File: src/hdl/assert_macros.svh
// Assertion macros for the RTL files (sampled on clk, disabled in reset)
`ifndef ASSERT_MACROS_SVH
`define ASSERT_MACROS_SVH

// Same-cycle implication
`define EDM_ASSERT_NOW(lbl, ante, cons, msg) \
	lbl: assert property (@(posedge clk) disable iff (!arst_n) (ante) |-> (cons)) \
		else $error(msg);

// Next-cycle implication
`define EDM_ASSERT_NEXT(lbl, ante, cons, msg) \
	lbl: assert property (@(posedge clk) disable iff (!arst_n) (ante) |=> (cons)) \
		else $error(msg);

`endif

File: src/hdl/edm_pkg.sv
// Shared types and constants of the pairwise distance engine
`default_nettype none

package edm_pkg;

	localparam int MAX_REFS_DEF   = 64;
	localparam int COORD_BITS_DEF = 24;

	// Width and reset value of the num_refs register
	localparam int              CFG_W        = 7;
	localparam logic [CFG_W-1:0] NUM_REFS_RST = 7'd64;

	typedef enum logic {
		FUNC_LOAD  = 1'b0,
		FUNC_QUERY = 1'b1
	} func_t;

	// Control that travels with each distance through the pipeline
	typedef struct packed {
		logic valid;
		logic last;
	} ctl_t;

endpackage

`default_nettype wire

File: src/hdl/edm_sqrt.sv
// Pipelined floor square root, one result bit per stage
`default_nettype none

module edm_sqrt #(
	parameter int RW = 25,
	parameter int TW = 6
) (
	input  logic            clk,
	input  logic            arst_n,
	input  logic            en,
	input  edm_pkg::ctl_t   ctl_in,
	input  logic [TW-1:0]   tag_in,
	input  logic [2*RW-1:0] radicand,
	output edm_pkg::ctl_t   ctl_out,
	output logic [TW-1:0]   tag_out,
	output logic [RW-1:0]   root
);

	import edm_pkg::*;

	ctl_t            ctl_s  [0:RW-1];
	logic [TW-1:0]   tag_s  [0:RW-1];
	logic [RW:0]     rem_s  [0:RW-1];
	logic [RW-1:0]   root_s [0:RW-1];
	logic [2*RW-1:0] val_s  [0:RW-1];

	for (genvar i = 0; i < RW; i++) begin : g_stage
		ctl_t            ctl_i;
		logic [TW-1:0]   tag_i;
		logic [RW:0]     rem_in;
		logic [RW-1:0]   root_in;
		logic [2*RW-1:0] val_in;
		logic [RW+2:0]   rem_sh;
		logic [RW+2:0]   trial;
		logic [RW+2:0]   diff;
		logic            take;

		// Select stage input: pipeline entry or previous stage
		if (i == 0) begin : g_first
			assign ctl_i   = ctl_in;
			assign tag_i   = tag_in;
			assign rem_in  = '0;
			assign root_in = '0;
			assign val_in  = radicand;
		end else begin : g_next
			assign ctl_i   = ctl_s[i-1];
			assign tag_i   = tag_s[i-1];
			assign rem_in  = rem_s[i-1];
			assign root_in = root_s[i-1];
			assign val_in  = val_s[i-1];
		end

		// Bring down two radicand bits and try the next root bit
		assign rem_sh = {rem_in, val_in[2*RW-1 -: 2]};
		assign trial  = {1'b0, root_in, 2'b01};
		assign take   = (rem_sh >= trial);
		assign diff   = rem_sh - trial;

		always_ff @(posedge clk or negedge arst_n) begin
			if (!arst_n) begin
				ctl_s[i] <= '0;
			end else if (en) begin
				ctl_s[i] <= ctl_i;
			end
		end

		always_ff @(posedge clk) begin
			if (en) begin
				tag_s[i]  <= tag_i;
				val_s[i]  <= val_in << 2;
				rem_s[i]  <= take ? diff[RW:0] : rem_sh[RW:0];
				root_s[i] <= {root_in[RW-2:0], take};
			end
		end
	end

	assign ctl_out = ctl_s[RW-1];
	assign tag_out = tag_s[RW-1];
	assign root    = root_s[RW-1];

endmodule

`default_nettype wire

File: config.mk
export PLATFORM = sky130hd
export DESIGN_NAME = edm_sqrt
export DESIGN_NICKNAME = d
export VERILOG_FILES = /design/src/hdl/assert_macros.svh /design/src/hdl/edm_pkg.sv /design/src/hdl/edm_sqrt.sv
export SDC_FILE = /design/constraint.sdc
export NUM_CORES = 2
export LEC_CHECK = 0
export BUFFER_PORTS_ARGS = -buffer_cell sky130_fd_sc_hd__buf_2
export CORE_MARGIN = 2
export CORE_UTILIZATION = 40
export DETAILED_ROUTE_END_ITERATION = 16
export PLACE_DENSITY = 0.55
export SETUP_SLACK_MARGIN = 0.15
export SLEW_MARGIN = 0
export SYNTH_ARGS = -nofsm -noshare
export SYNTH_HDL_FRONTEND = slang
export SYNTH_SLANG_ARGS = --single-unit
File: constraint.sdc
create_clock -name clk -period 3.8 [get_ports clk]
set_input_delay 0.19 -clock clk [delete_from_list [all_inputs] [get_ports clk]]
set_output_delay 0.19 -clock clk [all_outputs]
set_load 0.02 [all_outputs]
==> results.yml <==
route:
  via_per_inst: 5.06
  dr.pass1.iters: 5
  drtIter0Drc: 2811
  finalWirelength_mm: 141
  wl_per_cell_um: 16.2
  antenna_left: 0
  drcViolationCount: 0
  via_count: 44200
yosys:
  synthCells: 5699
  synth_ff_type: "edfxtp_1"
  synth_area_per_cell_um2: 13.5
  synth.distinct_cells: 88
  ys_seq_area_frac: 0.667
  ys_warn_count: 0
  synth_fp_nets: 6112
  synth_edf_count: 1664
  ys_ff_latch: 1714
  async_reset_ff_frac: 0.0292
  netlist_area_mm2: 0.0767
global_routing:
  grt_overflow: 0
  antenna_found_initial: 0
  grt_util_all_layers: 0.144
  grt_pass1_vias: 43400
  grt_max_degree: 113
  grt_pass1_wl_mm: 229
setup_path:
  cp.arrival_ns: 3.95
  crit_type: "flip-flop to flip-flop"
  reg2reg_depth: 9
  critPathMaxStageDelay_ns: 0.42
  slowest_stage: "edfxtp_1"
  path_depth: 9
  cpLargestDelayFamily: "simple AND/OR/NAND/NOR gates"
  required_ns: 4.32
  endpoint_kind: "flip-flop"
  worst_path_most_repeated_cell: "or3_1"
  worstSetupStartpointType: "flip-flop"
  worstPathCellList: "or3_1, or3_1, or3_1, or3_1, a211oi_2, and2_1, buf_4, inv_1, mux2i_1"
  crit_buf_inv: 2
  cp_max_fo: 24
min_path:
  hold_class: "input port to flip-flop"
  hold_path_depth: 2
floorplanning:
  rows: 160
  coreArea_mm2: 0.190
  pin_count: 94
  die_w_um: 442
  initial_core_util: 0.403
  die-area_mm2: 0.195
  die_y_um: 442
placed_design:
  dp_hpwl_mm: 99.7
  portBuffers: 93
  gp_congestion: 0.853
  postPlaceCellArea_mm2: 0.0811
sta:
  rsz0062_at_grt: "no"
  timing.hold.ws_ns: 0.0898
  setup_viol: 0
  min_period_ns: 3.42
  worst_pin_slew_ns: 1.07
  max_freq_ghz: 0.292
  fin_setup_tns_ns: 0
  final-max-slew-violation-count: 0
  hold_viol: 0
  max_slew_margin: 0.290
  finalCritPeriodShare: 0.901
  fin_skew_ns: 0.0475
clock_network:
  clkSinkCount: 1714
  clk_path_buf_depth: 3
  h-tree-depth: 4
  path_clk_slew_ns: 0.06
  cts_setup_buffers: 0
  insertion_delay_ns: 0.82
  cts_buffers: 186
  root_buffer: "clkbuf_16"
  tritoncts: "built"
power:
  swShare: 0.265
  combPwrFrac: 0.170
  ir_drop_mv: 0.371
  clkPwrFrac: 0.340
  power.switching_mw: 13.5
  powerDensity_mw_per_mm2: 580
  power.leakage_nw: 33.4
  internal-power_mw: 37.5
  seqPwrFrac: 0.490
layout:
  stdcell_area_mm2: 0.0878
  mostFrequentLayoutCells: "edfxtp_1, inv_1, nand2_1"
  drive_gt1_frac: 0.0980
  num_antenna_cells: 0
  finalNetCount: 6476
  final_common_cell: "edfxtp_1"
  area_growth_pct: 14.4
status:
  status: "completed"
run:
  drv_cap: 0
-- metrics by stage --
stage | power [mW] | utilization | std cells | setup WS (ns)
floorplan | 31.2 | - | 5699 | 0.699
global placement | 33.8 | 0.426 | 8311 | 0.491
detailed placement | 34.0 | 0.426 | 8311 | 0.418
CTS | 51.7 | 0.461 | 8725 | 0.389
global route | 53.7 | 0.461 | 8725 | 0.176
finish | 51.0 | 0.461 | 8725 | 0.375
-- per-layer routing --
layer  routed length, um  GRT usage  up-vias
met5                   0          0        -
met4                4300     0.0511        0
met3                5700     0.0250      262
met2               68000      0.240      826
met1               63400      0.189    21200
li1                    -          -    21900
-- cell families after synthesis --
logic type,after synthesis,synth area share
flops,1714,0.667
simple gates,1400,0.0903
compound gates,1099,0.0892
buf+inv,570,0.0285
xor+xnor,469,0.0535
fa+ha+maj,352,0.0574
mux,94,0.0136
other cells,1,0.0000489
-- registers in the layout, summed over array words and instances, names as in the netlist --
name     cells
ctl_s       48
ctl_out      2
root_s     325
rem_s      589
val_s      600
tag_s      150
-- power by group through the flow --
stage | registers, mW | clock network (mW) | logic, mW
after detailed placement | 25.4 | 0 | 8.58
after global routing | 25.2 | 18.8 | 9.76
after CTS | 25.0 | 18.0 | 8.70
after global placement | 25.4 | 0 | 8.49
final | 25.0 | 17.3 | 8.67
after floorplan | 24.8 | 0 | 6.37
-- path summary, 6_finish.rpt --
kind | start | to | slack (ns)
max in group asynchronous | arst_n | ctl_s[6]$_DFFE_PN0P_ | 3.01
min | radicand[43] | val_s[0][43]$_DFFE_PP_ | 0.09
max reg2reg | rem_s[1][146]$_DFFE_PP_ | rem_s[1][157]$_DFFE_PP_ | 0.38
min in group asynchronous | arst_n | ctl_s[48]$_DFFE_PN0P_ | 0.14
min reg2reg | val_s[0][255]$_DFFE_PP_ | val_s[0][305]$_DFFE_PP_ | 0.40
max | rem_s[1][146]$_DFFE_PP_ | rem_s[1][157]$_DFFE_PP_ | 0.38
-- Yosys cell counts, types with 21 or more instances --
cell      count  area [um^2]
and2_1       24          150
o21bai_1     27          203
o211ai_1     27          203
nor2b_1      58          363
edfxtp_1   1664        50000
dfrtp_1      50         1250
or2_2        21          131
nor3_1      127          636
nand2b_1     51          319
or3_1        68          425
xnor2_1     240         2100
a21oi_1     356         1780
clkbuf_1     75          282
a31oi_1      33          206
a211oi_1     40          300
nor2_1      353         1330
a21o_1       96          721
mux2_2       84          946
and3_1       31          194
o21a_1       62          465
ha_1        352         4400
o31ai_1      40          300
nand4_1      55          344
inv_1       469         1760
nand3_1      79          395
xor2_1      229         2010
o21ai_0     265         1330
nor4_1       66          413
nand2_1     372         1400
-- final cells by class --
cell class / instances / area [um^2]
Tap cell: 2511 / 3140
Timing Repair Buffer: 274 / 2360
Fill cell: 16900 / 103000
Multi-Input combinational cell: 3415 / 23400
Sequential cell: 1714 / 51200
Inverter: 472 / 1770
Clock inverter: 113 / 1080
Clock buffer: 226 / 4850
-- timing repair --
item,CTS,global route
hold buffers,75,0
setup endpoints to repair,0,12
hold endpoints to repair,188,0
resized for setup,0,3
Power figures use the tool's default switching activity.
