## src/hdl/assert_macros.svh

```systemverilog
// Assertion macros for the RTL files (sampled on clk, disabled in reset)
`ifndef ASSERT_MACROS_SVH
`define ASSERT_MACROS_SVH

// Same-cycle implication
`define EDM_ASSERT_NOW(lbl, ante, cons, msg) \
	lbl: assert property (@(posedge clk) disable iff (!arst_n) (ante) |-> (cons)) \
		else $error(msg);

// Next-cycle implication
`define EDM_ASSERT_NEXT(lbl, ante, cons, msg) \
	lbl: assert property (@(posedge clk) disable iff (!arst_n) (ante) |=> (cons)) \
		else $error(msg);

`endif

```

## src/hdl/edm_ref_mem.sv

```systemverilog
// Reference point table: one write port, one registered read port
`default_nettype none

module edm_ref_mem #(
	parameter int DEPTH = 64,
	parameter int AW    = 6,
	parameter int DW    = 48
) (
	input  logic          clk,
	input  logic          we,
	input  logic [AW-1:0] waddr,
	input  logic [DW-1:0] wdata,
	input  logic          re,
	input  logic [AW-1:0] raddr,
	output logic [DW-1:0] rdata
);

	logic [DW-1:0] ram [0:DEPTH-1];
	logic [DW-1:0] rdata_q;

	// Write on load, registered read
	always_ff @(posedge clk) begin
		if (we) begin
			ram[waddr] <= wdata;
		end
		if (re) begin
			rdata_q <= ram[raddr];
		end
	end

	assign rdata = rdata_q;

endmodule

`default_nettype wire

```

## config.mk

```make
export PLATFORM = sky130hd
export DESIGN_NAME = edm_ref_mem
export DESIGN_NICKNAME = d
export VERILOG_FILES = /design/src/hdl/assert_macros.svh /design/src/hdl/edm_ref_mem.sv
export SDC_FILE = /design/constraint.sdc
export NUM_CORES = 2
export LEC_CHECK = 0
export BUFFER_PORTS_ARGS = -buffer_cell sky130_fd_sc_hd__buf_2
export CORE_MARGIN = 5
export CORE_UTILIZATION = 26
export CTS_CLUSTER_SIZE = 30
export DETAILED_ROUTE_END_ITERATION = 7
export PLACE_DENSITY = 0.44
export SLEW_MARGIN = 5
export SYNTH_ARGS = -nofsm -noshare
export SYNTH_HDL_FRONTEND = slang
export SYNTH_SLANG_ARGS = --single-unit
```

## constraint.sdc

```tcl
create_clock -name clk -period 8.1 [get_ports clk]
set_clock_uncertainty 0.1 [all_clocks]
set_input_delay 1.62 -clock clk [delete_from_list [all_inputs] [get_ports clk]]
set_output_delay 1.62 -clock clk [all_outputs]
set_load 0.01 [all_outputs]
```

==> impl_metrics.tcl <==
set metrics [dict create \
    cts_root_buffer "sky130_fd_sc_hd__clkbuf_16" \
    critical_path_buf_inv_count 3 \
    path_common_cell "sky130_fd_sc_hd__buf_4" \
    syn_avg_cell_area_sq_um 23.7 \
    fillerInstances 43200 \
    ff_latch_count_synth 3120 \
    power.leakage_nw 41.2 \
    timing.final.crit_period_ps 4300 \
    vertical_die_dimension_microns 683 \
    p_sw_share_pct 21.5 \
    final_core_utilization_pct 30.3 \
    layoutNonFillerInstCount 11500 \
    fin_crit_sh_pct 53.1 \
    finalWirelength_microns 362000 \
    synth_enable_flop_cells 3120 \
    clk_pin_slew_worst_paths_ps 60 \
    timing.slew.headroom_pct 12.2 \
    worst_hold_slack_ps 822 \
    htree_num_levels 5 \
    vias_per_cell 4.84 \
    timing.final.ws_setup_ps 3800 \
    outcome "finished clean" \
    cts_buffers 328 \
    clock_sinks 3120 \
    p_int_mw 26.8 \
    grt_setup_unrepaired "no" \
    final-hold-violation-count 0 \
    initial_utilization_pct 26.0 \
    synth.net_count 5033 \
    drcViolationCount 0 \
    ys.warnings.count 0 \
    timing.critical_path.to_type "flip-flop" \
    syn_inst 4970 \
    r2r.worst_path.cells 5 \
    timing.critical_path.max_delay_family "buffers and inverters" \
    powerDensity_mw_per_mm2 250 \
    grt_pass1_wl_microns 494000 \
    power.share.clock_pct 42.7 \
    ioPinCount 111 \
    cp.arrival_ps 4810 \
    seq_area_frac_synth_pct 79.7 \
    path_cells "buf_8 > buf_4 > buf_4 > mux4_2 > a22oi_1 > nand2_1 > o22ai_1 > nor2_1" \
    grt_pass1_vias 58200 \
    yosys.cell_types.count 35 \
    dieWidth_microns 683 \
    synth_flop_cell "sky130_fd_sc_hd__edfxtp_1" \
    max_clock_freq_mhz 232 \
    worst-r2r-setup-slack_ps 5650 \
    drv_cap 0 \
    cts_post_setup_buffers_inserted 0 \
    power_switching_mw 7.33 \
    buffer_ports.inserted 110 \
    insertion_delay_ps 910 \
    maximum_number_of_pins_on_one_net_before_global_route_repair 96 \
    first_iter_violations 5912 \
    worst_slew_pin_slew_ps 1320 \
    critical-path-max-stage-delay_ps 740 \
    die_area_sq_mm 0.466 \
    clock_tree_from_tritoncts "done" \
    floorplan.core_area_sq_mm 0.452 \
    holdPathStages 5 \
    core.rowCount 247 \
    syn2layout_area_growth_pct 16.3 \
    hold_path_class "flip-flop to flip-flop" \
    slew_violations 0 \
    track_usage_pct 15.2 \
    combinational_share_of_power_pct 4.7 \
    r2r-end "rdata[6]$_DFFE_PP_" \
    drt.antenna.violating_nets 0 \
    asyncSetResetFlopFracSynth_pct 0 \
    hpwl_after_detailed_placement_microns 201000 \
    worst-path-max-fanout 54 \
    mappedNetlistArea_sq_mm 0.118 \
    ctsHoldBuffers 0 \
    place.gp.congestion 0.738 \
    final_nets 5381 \
    vias 55900 \
    p_seq_share_pct 52.6 \
    cp.required_ps 8600 \
    drt-pass1-iter-count 8 \
    initial_antenna_violation_count 36 \
    cell_with_the_largest_stage_delay_on_the_worst_path "sky130_fd_sc_hd__buf_4" \
    gr-total-overflow 0 \
    dpl_worst_slack_ps 2850 \
    totalNegativeSetupSlack_ps 0 \
    final_layout_size_suffix_gt1_share_pct 28.5 \
    r2r-start "ram[47][6]$_DFFE_PP_" \
    power.ir.vdd_worst_v 0.000212 \
    post-place-cells 11000 \
    holdPathEnd "rdata[44]$_DFFE_PP_" \
    hold_path_startpoint "ram[46][44]$_DFFE_PP_" \
    criticalPathCategory "primary input to flip-flop" \
    clock_path_buffers 4 \
    finalSetupViolCount 0 \
    post_cts.resized_instances 0 \
    routedWlPerCell_microns 31.3 \
    startpoint_type "primary input" \
]
## worst min-delay path, stage by stage, from the launching register on
cell and delay [ps]:
sky130_fd_sc_hd__edfxtp_1 310, sky130_fd_sc_hd__mux4_2 220, sky130_fd_sc_hd__a22oi_1 60, sky130_fd_sc_hd__nand2_1 80, sky130_fd_sc_hd__o22ai_1 80, sky130_fd_sc_hd__nor2_1 90
## placed cells by master (no fill, tap or decap), types with 5 or more instances in the layout
cell type | netlist | final
sky130_fd_sc_hd__o22ai_1 | 122 | 122
sky130_fd_sc_hd__nor2_4 | 0 | 64
sky130_fd_sc_hd__a21oi_1 | 74 | 74
sky130_fd_sc_hd__mux4_2 | 754 | 754
sky130_fd_sc_hd__clkinv_1 | 0 | 83
sky130_fd_sc_hd__bufinv_16 | 0 | 25
sky130_fd_sc_hd__a211oi_1 | 32 | 32
sky130_fd_sc_hd__diode_2 | 0 | 7
sky130_fd_sc_hd__clkbuf_1 | 98 | 63
sky130_fd_sc_hd__nor2_1 | 132 | 68
sky130_fd_sc_hd__clkinv_8 | 0 | 7
sky130_fd_sc_hd__inv_6 | 0 | 6
sky130_fd_sc_hd__clkinvlp_4 | 0 | 8
sky130_fd_sc_hd__buf_4 | 62 | 161
sky130_fd_sc_hd__clkinv_2 | 0 | 47
sky130_fd_sc_hd__o221ai_1 | 28 | 28
sky130_fd_sc_hd__a22oi_1 | 72 | 72
sky130_fd_sc_hd__edfxtp_1 | 3120 | 3120
sky130_fd_sc_hd__mux2i_1 | 63 | 63
sky130_fd_sc_hd__nand2_1 | 55 | 53
sky130_fd_sc_hd__nand3b_1 | 5 | 5
sky130_fd_sc_hd__clkbuf_16 | 0 | 336
sky130_fd_sc_hd__a31o_2 | 5 | 5
sky130_fd_sc_hd__nor2b_1 | 24 | 20
sky130_fd_sc_hd__buf_12 | 0 | 32
sky130_fd_sc_hd__nand3_1 | 7 | 7
sky130_fd_sc_hd__mux2_2 | 12 | 12
sky130_fd_sc_hd__a311oi_1 | 11 | 11
sky130_fd_sc_hd__a22o_1 | 57 | 57
sky130_fd_sc_hd__buf_2 | 98 | 105
sky130_fd_sc_hd__nand2b_1 | 10 | 7
sky130_fd_sc_hd__a221oi_1 | 83 | 83
## Yosys cell counts, types with 4 or more instances
cell type / instances / area (sq um)
sky130_fd_sc_hd__nand3_1: 7 / 35.0
sky130_fd_sc_hd__o22ai_1: 122 / 763
sky130_fd_sc_hd__a31o_2: 5 / 43.8
sky130_fd_sc_hd__mux2i_1: 63 / 631
sky130_fd_sc_hd__a22o_1: 57 / 499
sky130_fd_sc_hd__buf_6: 11 / 124
sky130_fd_sc_hd__nand2_1: 55 / 206
sky130_fd_sc_hd__a21oi_1: 74 / 370
sky130_fd_sc_hd__a311oi_1: 11 / 96.3
sky130_fd_sc_hd__nor2_1: 132 / 495
sky130_fd_sc_hd__edfxtp_1: 3120 / 93700
sky130_fd_sc_hd__a22oi_1: 72 / 541
sky130_fd_sc_hd__nand2b_1: 10 / 62.6
sky130_fd_sc_hd__buf_2: 98 / 490
sky130_fd_sc_hd__clkbuf_1: 98 / 368
sky130_fd_sc_hd__a221oi_1: 83 / 727
sky130_fd_sc_hd__nand3b_1: 5 / 37.5
sky130_fd_sc_hd__mux2_2: 12 / 135
sky130_fd_sc_hd__o221ai_1: 28 / 245
sky130_fd_sc_hd__mux4_2: 754 / 17000
sky130_fd_sc_hd__or3b_2: 4 / 35.0
sky130_fd_sc_hd__nor2b_1: 24 / 150
sky130_fd_sc_hd__a211oi_1: 32 / 240
sky130_fd_sc_hd__buf_1: 12 / 45.0
sky130_fd_sc_hd__buf_4: 62 / 465
## power by group through the flow
stage / clock [mW] / combinational (mW) / sequential, mW
floorplan: 0 / 0.854 / 18.3
global placement: 0 / 1.62 / 18.3
detailed placement: 0 / 1.64 / 18.3
CTS: 15.0 / 1.64 / 18.0
global route: 15.7 / 1.71 / 18.0
finish: 14.6 / 1.60 / 18.0
## per-layer routing
layer,share of wire [%],vias up,global-route usage (%)
li1,-,22300,-
met1,42,31200,20.3
met2,48,1769,24.9
met3,6.3,567,3.12
met4,3.3,4,4.54
met5,0.0072,-,0
## layout make-up
class | count | area [sq um] | share of cell area (%)
diodes | 7 | 17.5 | 0.0128
clock buffers | 399 | 8640 | 6.32
clock inverters | 177 | 1540 | 1.13
multi-input cells | 1568 | 23000 | 16.8
flip-flops and latches | 3120 | 93700 | 68.5
well taps | 5976 | 7480 | 5.47
repair buffers | 300 | 2400 | 1.76
## flip-flops by register name, indices dropped and copies added, names as in the netlist
| signal | flops |
|---|---|
| rdata | 48 |
| ram | 3072 |
## how the worst max path moves through the flow
stage	startpoint	end	cells after the start	slack, ps
4_1_cts	raddr[2]	rdata[31]$_DFFE_PP_	8	3770
3_3_place_gp	raddr[2]	rdata[31]$_DFFE_PP_	8	2850
3_5_place_dp	raddr[2]	rdata[31]$_DFFE_PP_	8	2850
2_1_floorplan	waddr[3]	ram[48][0]$_DFFE_PP_	4	2100
5_1_grt	raddr[0]	rdata[31]$_DFFE_PP_	8	3650
6_report	raddr[1]	rdata[39]$_DFFE_PP_	8	3800
## per-stage QoR
step           power [mW]  cell area (sq um)
2_1_floorplan        19.1             118000
3_3_place_gp         19.9             127000
3_5_place_dp         20.0             127000
4_1_cts              34.6             137000
5_1_grt              35.4             137000
6_report             34.2             137000
## cells by family after synthesis
| family | count (synthesis) | synth area share [%] |
|---|---|---|
| flops | 3120 | 79.7 |
| simple gates | 253 | 0.953 |
| mux | 829 | 15.1 |
| buf+inv | 282 | 1.27 |
| compound gates | 486 | 3.01 |
Note: power is estimated with default switching activity, not from simulation.
